File: src/design/rcwp_pkg.sv
// shared constants for the raycast wall column projection unit
// no dependencies
package rcwp_pkg;

    localparam int DIST_W = 32;
    localparam int QUOT_W = 16;
    localparam int TEXW_W = 13;
    localparam int COL_W  = 12;
    localparam int ROW_W  = 10;
    localparam int TEX_W  = 2;

    localparam logic [TEXW_W-1:0] TEX_WIDTH_MAX = 13'd4096;
    localparam logic [TEXW_W-1:0] TEX_WIDTH_MIN = 13'd1;

    typedef enum logic [TEX_W-1:0] {
        TEX_WEST  = 2'd0,
        TEX_EAST  = 2'd1,
        TEX_NORTH = 2'd2,
        TEX_SOUTH = 2'd3
    } tex_t;

    typedef enum logic [1:0] {
        CFG_WEST_WIDTH  = 2'd0,
        CFG_EAST_WIDTH  = 2'd1,
        CFG_NORTH_WIDTH = 2'd2,
        CFG_SOUTH_WIDTH = 2'd3
    } cfg_idx_t;

endpackage

File: src/design/rcwp_div_step.sv
// two quotient bits of the restoring line height divider
// depends on rcwp_pkg
module rcwp_div_step
    import rcwp_pkg::*;
(
    input  logic [DIST_W:0]   rem_in,
    input  logic [QUOT_W-1:0] quot_in,
    input  logic [DIST_W-1:0] divisor,
    input  logic [1:0]        num_bits,
    output logic [DIST_W:0]   rem_out,
    output logic [QUOT_W-1:0] quot_out
);

    logic [DIST_W:0] r_a;
    logic [DIST_W:0] r_b;
    logic [DIST_W:0] r_c;
    logic [DIST_W:0] r_d;
    logic            q_a;
    logic            q_b;

    always_comb
    begin
        // remainder stays below the divisor, so its top bit is always clear
        r_a = {rem_in[DIST_W-1:0], num_bits[1]};
        q_a = (r_a >= {1'b0, divisor});
        r_b = q_a ? (r_a - {1'b0, divisor}) : r_a;
        r_c = {r_b[DIST_W-1:0], num_bits[0]};
        q_b = (r_c >= {1'b0, divisor});
        r_d = q_b ? (r_c - {1'b0, divisor}) : r_c;
        rem_out  = r_d;
        quot_out = {quot_in[QUOT_W-3:0], q_a, q_b};
    end

endmodule

File: src/design/raycast_wall_column_projection_unit.sv
// top level of the raycast wall column projection unit
// depends on rcwp_pkg and rcwp_div_step
//
// usage:
//   in channel (in_valid/in_ready) takes one finished ray word per screen
//   column; out channel (out_valid/out_ready) gives its projection word.
//   cfg channel writes one of the four face texture widths by cfg_index;
//   cfg_ready is always high, write only while the pipe is empty.
// throughput: one ray per cycle while out_ready is high. the pipe depth is
//   set by the line height divider, two quotient bits per stage over eight
//   stages, plus distance, multiply and row stages.
// stalls: each stage holds its word while the stage after it is full and
//   stalled, so bubbles are squeezed out and in_ready stays high while any
//   stage is empty; nothing is dropped or repeated.
// reset: all stage valid bits clear, texture widths return to 64.
//
module raycast_wall_column_projection_unit
    import rcwp_pkg::*;
#(
    parameter int SCREEN_HEIGHT = 1024,
    parameter int FRACTION_BITS = 16
)
(
    input  logic                  clk,
    input  logic                  rst_n,
    input  logic                  cfg_valid,
    output logic                  cfg_ready,
    input  logic [1:0]            cfg_index,
    input  logic [TEXW_W-1:0]     cfg_data,
    input  logic                  in_valid,
    output logic                  in_ready,
    input  logic                  hit_side,
    input  logic [DIST_W-1:0]     side_dist_x,
    input  logic [DIST_W-1:0]     side_dist_y,
    input  logic [DIST_W-1:0]     delta_dist_x,
    input  logic [DIST_W-1:0]     delta_dist_y,
    input  logic signed [1:0]     step_sign_x,
    input  logic signed [1:0]     step_sign_y,
    input  logic signed [31:0]    ray_dir_x,
    input  logic signed [31:0]    ray_dir_y,
    input  logic [31:0]           player_pos_x,
    input  logic [31:0]           player_pos_y,
    output logic                  out_valid,
    input  logic                  out_ready,
    output logic [DIST_W-1:0]     wall_distance,
    output logic [QUOT_W-1:0]     line_height,
    output logic [ROW_W-1:0]      draw_start_row,
    output logic [ROW_W-1:0]      draw_end_row,
    output logic [TEX_W-1:0]      texture_index,
    output logic [COL_W-1:0]      texture_column
);

    localparam int FW      = 2 * FRACTION_BITS;
    localparam int DIV_N   = QUOT_W / 2;
    localparam int STAGES  = DIV_N + 3;
    localparam int RW      = 18;
    localparam logic [63:0] NUM = 64'(SCREEN_HEIGHT) << FRACTION_BITS;
    localparam logic [DIST_W-1:0] NUM_HI = DIST_W'(NUM >> QUOT_W);
    localparam logic [QUOT_W-1:0] NUM_LO = NUM[QUOT_W-1:0];
    localparam logic [RW-1:0] HALF_SCREEN = RW'(SCREEN_HEIGHT / 2);
    localparam logic [RW-1:0] SCREEN_ROWS = RW'(SCREEN_HEIGHT);
    localparam logic [RW-1:0] LAST_ROW    = RW'(SCREEN_HEIGHT - 1);

    typedef struct packed {
        logic [DIST_W-1:0] wall_dist;
        logic [TEX_W-1:0]  tex;
        logic              mirror;
        logic [31:0]       pos;
        logic [31:0]       dir;
        logic [TEXW_W-1:0] width;
        logic [FW-1:0]     frac;
        logic [COL_W-1:0]  col;
        logic              ovf;
        logic [DIST_W:0]   rem;
        logic [QUOT_W-1:0] quot;
        logic [ROW_W-1:0]  start_row;
        logic [ROW_W-1:0]  end_row;
    } stage_t;

    logic [TEXW_W-1:0] west_width_reg;
    logic [TEXW_W-1:0] east_width_reg;
    logic [TEXW_W-1:0] north_width_reg;
    logic [TEXW_W-1:0] south_width_reg;

    stage_t            stage_reg  [STAGES];
    stage_t            stage_next [STAGES];
    logic [STAGES-1:0] valid_reg;
    logic [STAGES:0]   rdy;

    // config writes
    assign cfg_ready = 1'b1;

    always_ff @(posedge clk or negedge rst_n)
    begin
        if (!rst_n)
        begin
            west_width_reg  <= 13'd64;
            east_width_reg  <= 13'd64;
            north_width_reg <= 13'd64;
            south_width_reg <= 13'd64;
        end
        else if (cfg_valid)
        begin
            unique case (cfg_idx_t'(cfg_index))
                CFG_WEST_WIDTH:  west_width_reg  <= cfg_data;
                CFG_EAST_WIDTH:  east_width_reg  <= cfg_data;
                CFG_NORTH_WIDTH: north_width_reg <= cfg_data;
                CFG_SOUTH_WIDTH: south_width_reg <= cfg_data;
                default:         west_width_reg  <= west_width_reg;
            endcase
        end
    end

    // ready chain, a stage moves when it is empty or its successor moves
    assign rdy[STAGES] = out_ready;
    genvar k;
    generate
        for (k = 0; k < STAGES; k++)
        begin : g_rdy
            assign rdy[k] = !valid_reg[k] || rdy[k+1];
        end
    endgenerate
    assign in_ready = rdy[0];

    always_ff @(posedge clk or negedge rst_n)
    begin
        if (!rst_n)
        begin
            valid_reg <= '0;
        end
        else
        begin
            for (int i = 0; i < STAGES; i++)
            begin
                if (rdy[i])
                begin
                    valid_reg[i] <= (i == 0) ? in_valid : valid_reg[(i == 0) ? 0 : i - 1];
                end
            end
        end
    end

    always_ff @(posedge clk)
    begin
        for (int i = 0; i < STAGES; i++)
        begin
            if (rdy[i])
            begin
                stage_reg[i] <= stage_next[i];
            end
        end
    end

    // stage 0: distance, face choice, width
    always_comb
    begin
        logic [DIST_W-1:0] sd;
        logic [DIST_W-1:0] dd;
        logic [TEXW_W-1:0] w_raw;
        stage_t            s;
        s = '0;
        sd = hit_side ? side_dist_y : side_dist_x;
        dd = hit_side ? delta_dist_y : delta_dist_x;
        s.wall_dist = (sd >= dd) ? (sd - dd) : '0;
        if (!hit_side)
        begin
            s.tex = (step_sign_x == 2'sd1) ? TEX_WEST : TEX_EAST;
        end
        else
        begin
            s.tex = (step_sign_y == 2'sd1) ? TEX_NORTH : TEX_SOUTH;
        end
        case (tex_t'(s.tex))
            TEX_WEST:  w_raw = west_width_reg;
            TEX_EAST:  w_raw = east_width_reg;
            TEX_NORTH: w_raw = north_width_reg;
            default:   w_raw = south_width_reg;
        endcase
        if (w_raw == '0)
        begin
            s.width = TEX_WIDTH_MIN;
        end
        else if (w_raw > TEX_WIDTH_MAX)
        begin
            s.width = TEX_WIDTH_MAX;
        end
        else
        begin
            s.width = w_raw;
        end
        s.mirror = hit_side ? ray_dir_y[31] : (!ray_dir_x[31] && (ray_dir_x != '0));
        s.pos = hit_side ? player_pos_x : player_pos_y;
        s.dir = hit_side ? ray_dir_x : ray_dir_y;
        stage_next[0] = s;
    end

    // stage 1: hit product (low bits only), divider setup
    always_comb
    begin
        logic signed [64:0] prod;
        stage_t             s;
        s = stage_reg[0];
        prod = $signed({1'b0, s.wall_dist}) * $signed(s.dir);
        s.frac = prod[FW-1:0];
        s.ovf  = (s.wall_dist == '0) || (s.wall_dist <= NUM_HI);
        s.rem  = {1'b0, NUM_HI};
        s.quot = '0;
        stage_next[1] = s;
    end

    // stages 2 .. DIV_N+1: divider steps, texture column work alongside
    generate
        for (k = 0; k < DIV_N; k++)
        begin : g_div
            logic [DIST_W:0]   rem_o;
            logic [QUOT_W-1:0] quot_o;

            rcwp_div_step u_step (
                .rem_in   (stage_reg[k+1].rem),
                .quot_in  (stage_reg[k+1].quot),
                .divisor  (stage_reg[k+1].wall_dist),
                .num_bits (NUM_LO[QUOT_W-1-2*k -: 2]),
                .rem_out  (rem_o),
                .quot_out (quot_o)
            );

            always_comb
            begin
                logic [63:0]        hit;
                logic [FW+TEXW_W-1:0] fw;
                logic [TEXW_W-1:0]  mcol;
                stage_t             s;
                s = stage_reg[k+1];
                hit = '0;
                fw = '0;
                mcol = '0;
                if (k == 0)
                begin
                    hit = (64'(s.pos) << FRACTION_BITS) + 64'(s.frac);
                    s.frac = hit[FW-1:0];
                end
                else if (k == 1)
                begin
                    fw = (FW+TEXW_W)'(s.frac) * (FW+TEXW_W)'(s.width);
                    s.col = fw[FW+COL_W-1:FW];
                end
                else if (k == 2)
                begin
                    mcol = s.width - TEXW_W'(1) - TEXW_W'(s.col);
                    if (s.mirror)
                    begin
                        s.col = mcol[COL_W-1:0];
                    end
                end
                s.rem  = rem_o;
                s.quot = quot_o;
                stage_next[k+2] = s;
            end
        end
    endgenerate

    // last stage: saturate height, clamp rows
    always_comb
    begin
        logic [QUOT_W-1:0] lh;
        logic [RW-1:0]     half;
        logic [RW-1:0]     st;
        logic [RW-1:0]     en;
        stage_t            s;
        s = stage_reg[DIV_N+1];
        lh = s.ovf ? '1 : s.quot;
        half = RW'(lh >> 1);
        st = (half >= HALF_SCREEN) ? '0 : (HALF_SCREEN - half);
        en = HALF_SCREEN + half;
        if (en >= SCREEN_ROWS)
        begin
            en = LAST_ROW;
        end
        s.quot      = lh;
        s.start_row = st[ROW_W-1:0];
        s.end_row   = en[ROW_W-1:0];
        stage_next[STAGES-1] = s;
    end

    assign out_valid      = valid_reg[STAGES-1];
    assign wall_distance  = stage_reg[STAGES-1].wall_dist;
    assign line_height    = stage_reg[STAGES-1].quot;
    assign draw_start_row = stage_reg[STAGES-1].start_row;
    assign draw_end_row   = stage_reg[STAGES-1].end_row;
    assign texture_index  = stage_reg[STAGES-1].tex;
    assign texture_column = stage_reg[STAGES-1].col;

endmodule
File: config.mk
export PLATFORM = sky130hd
export DESIGN_NAME = raycast_wall_column_projection_unit
export DESIGN_NICKNAME = d
export VERILOG_FILES = /design/src/design/rcwp_pkg.sv /design/src/design/rcwp_div_step.sv /design/src/design/raycast_wall_column_projection_unit.sv
export SDC_FILE = /design/constraint.sdc
export NUM_CORES = 2
export LEC_CHECK = 0
export BUFFER_PORTS_ARGS = -buffer_cell sky130_fd_sc_hd__buf_2
export CAP_MARGIN = 20
export CORE_MARGIN = 2
export CORE_UTILIZATION = 45
export CTS_CLUSTER_SIZE = 20
export DETAILED_ROUTE_END_ITERATION = 6
export GPL_TIMING_DRIVEN = 0
export HOLD_SLACK_MARGIN = 0.1
export PLACE_DENSITY = 0.61
export SKIP_CTS_REPAIR_TIMING = 1
export SKIP_LAST_GASP = 1
export SLEW_MARGIN = 25
export SYNTH_ARGS = -nofsm -noshare
export SYNTH_HDL_FRONTEND = slang
export SYNTH_SLANG_ARGS = --single-unit
File: constraint.sdc
create_clock -name clk -period 21.8 [get_ports clk]
set_input_delay 1.09 -clock clk [delete_from_list [all_inputs] [get_ports clk]]
set_output_delay 1.09 -clock clk [all_outputs]
set_load 0.05 [all_outputs]
==> results.md <==
* Status: finished, final reports clean
* Clk buf depth at 3
* CP arrival at 9.18 ns
* Num rows at 167
* Die Y-Extent at 461 um
* Cell Area, Synth at roughly 94,000 um2
* CP Capture Type: register
* GRT Total Usage at 0.266
* Buffers on Ports at 332
* Routed wire length at 283,000 um
* Commonest non-fill, non-tap cells in the layout: 1,153 x inv_1, 994 x edfxtp_1, 843 x nand2_1
* # IOs at 366
* Yosys reg bits at 1,057
* DRT Pass-1 Iters at 6
* Final HPWL DP at between 200,000 and 250,000 um
* FF-to-FF Start: stage_reg[0][199]
* Via count at 69,100
* Largest net degree at the start of global routing at between 70 and 80
* Chip Width at 461 um
* Post-Syn Instances at 9,108
* Measured slew at the worst slew-check pin at roughly 1.0 ns
* Largest register FFs at 994
* Tmin final at between 8 and 9 ns
* Register area share after synthesis at 0.334
* Core area at 207,000 um2
* Final critical-path share of the clock period at 0.400
* Fin. Hold Viols at 0
* Initial antenna violation count at 27
* Clock Latency Late Sink at 0.78 ns
* Congestion Overflow GR at 0
* Area Growth Syn to Fin at 10.1%
* Fill count at 18,900
* Area of the multi-input gates at 57,200 um2
* Post-route ant nets at 0
* Register Area at 31,400 um2
* Routed len/inst at 22.6 um
* Delay-heaviest family, CP: adder cells
* CP startpoint: stage_reg[0][199]
* Fin area at 104,000 um2
* Clk_skew at around 0.064 ns
* Worst hold path class: input pin to async pin
* Most common cell after layout, fill and taps aside: inv_1
* Core Util, Final at 0.500
* MaxCap Viol Count at 0
* Number of H-tree levels at 3
* Area post-placement at 99,900 um2
* Setup TNS at 0 ns
* Cts bufs inserted at 116
* Slowest stage delay, CP at 0.77 ns
* CP Max Fanout at 10
* Main flop type after synthesis: edfxtp_1
* CTS sink count at 1,057
* First-pass GRT wire length at 427,000 um
* Clock root cell: clkbuf_16
* Slew margin rel. at 0.293
* RSZ-0062 raised after global routing: no
* Syn nets at 10,900
* Crit start category: register
* Clock Pin Slew Worst Setup and Hold Paths at ~0.060 ns
* Fmax at ~0.11 GHz
* Top post-synthesis cells by area: edfxtp_1 32%, fa_1 16%, ha_1 10%, mux2_2 4.8%, inv_1 4.6%
* Die footprint at between 200,000 and 250,000 um2
* Slowest CP cell: clkbuf_1
* NumNets Final at 11,400
* Share of cells above drive strength 1 at 0.112
* Number of enable flip-flop cells after synthesis at roughly 1,000
* Crit Path Category: register to register
* Initial Utilization at 0.454
* Cell mode on critical path: fa_1
* Critical Path RT at around 22 ns
* CTS tree: yes
* Async S/R FF share, synth at 0.0596
* Post-synth top area share at 0.317
* Vias in the first global route at 70,600
* Yosys Warn Count at 0
* Synth area leader: edfxtp_1
* Post-Place Cells at 12,300
* Final setup vio count at 0
* Final Wtd Congestion at 0.985
* Yosys cell types at 103
* DR DRC count at 0
* Initial DRC Count at 4,952
* Mean Syn Cell Area at roughly 10 um2
* DR vias/cell at 5.54
* Fin. max-slew vios at 0
* CP bufs+invs at 6
* Finished Layout Cells at roughly 12,000
==> cells in the mapped netlist, types with 14 or more instances <==
master / n
inv_1: 1157
edfxtp_1: 994
nand2_1: 846
ha_1: 769
fa_1: 746
and2_1: 510
a21oi_1: 482
nor2_1: 406
mux2_2: 403
xnor2_1: 364
o21ai_0: 315
a21o_1: 242
clkbuf_1: 229
xor2_1: 155
nor3_1: 130
nand3_1: 98
o21a_1: 94
nand4_1: 77
nand2b_1: 71
o21bai_1: 64
nor2b_1: 62
dfrtp_1: 59
and3_1: 57
mux2i_1: 56
a211oi_1: 48
or3_1: 48
a31oi_1: 47
nor4_1: 44
o211ai_1: 41
o31ai_1: 38
or2_2: 30
buf_2: 28
a221o_1: 20
a221oi_1: 19
a211o_1: 18
a21boi_0: 18
and4_1: 18
o31a_1: 17
o21ai_1: 16
o41ai_1: 16
a41oi_1: 14
nor3b_1: 14
==> per-stage QoR <==
stage	hold slack [ns]	setup WS [ns]
floorplan	0.400	12.00
global placement	0.401	7.35
detailed placement	0.405	13.17
CTS	0.0783	13.09
global route	0.118	12.69
finish	0.153	13.09
==> path summary, 6_finish.rpt <==
| check | slack (ns) | depth (start not counted) | to |
|---|---|---|---|
| worst min register to register | 0.37 | 0 | stage_reg[2][121] |
| worst max-delay path | 13.09 | 26 | stage_reg[1][112] |
| worst max register to register | 13.09 | 26 | stage_reg[1][112] |
| worst min-delay path | 0.15 | 1 | valid_reg[5] |
| max in group asynchronous | 21.04 | 2 | south_width_reg[6] |
| min in group clk | 0.37 | 0 | stage_reg[2][121] |
==> logic make-up (layout without fill, tap and decap cells) <==
logic type / Yosys count / after routing / synth area share
AOI/OAI and AO/OA: 1642 / 1642 / 0.113
xor gates and xnor gates: 519 / 519 / 0.0483
adders and majority gates: 1515 / 1515 / 0.261
buffers and inverters: 1439 / 2017 / 0.0585
DFF: 1057 / 1057 / 0.334
muxes: 472 / 472 / 0.0558
other: 1 / 12 / 0.0000398
and+or+nand+nor: 2463 / 2463 / 0.129
==> final cells by class <==
| type | count | area share |
|---|---|---|
| multi-input combinational | 6612 | 0.552 |
| sequential | 1057 | 0.303 |
| inverter | 1161 | 0.0422 |
| tap | 2788 | 0.0337 |
| clock buffer | 132 | 0.0288 |
| timing repair buffer | 363 | 0.0214 |
| buffer | 278 | 0.0111 |
| clock inverter | 83 | 0.00706 |
| antenna | 11 | 0.000266 |
==> per-layer routing <==
layer / wire, um / GRT usage
met1: 118000 / 0.337
met2: 136000 / 0.453
met3: 14200 / 0.0303
met4: 15200 / 0.124
met5: 54 / 0
Power is left out: the tool's default activity adds up to more than one toggle a clock period on the data nets, which glitch-free logic cannot reach.
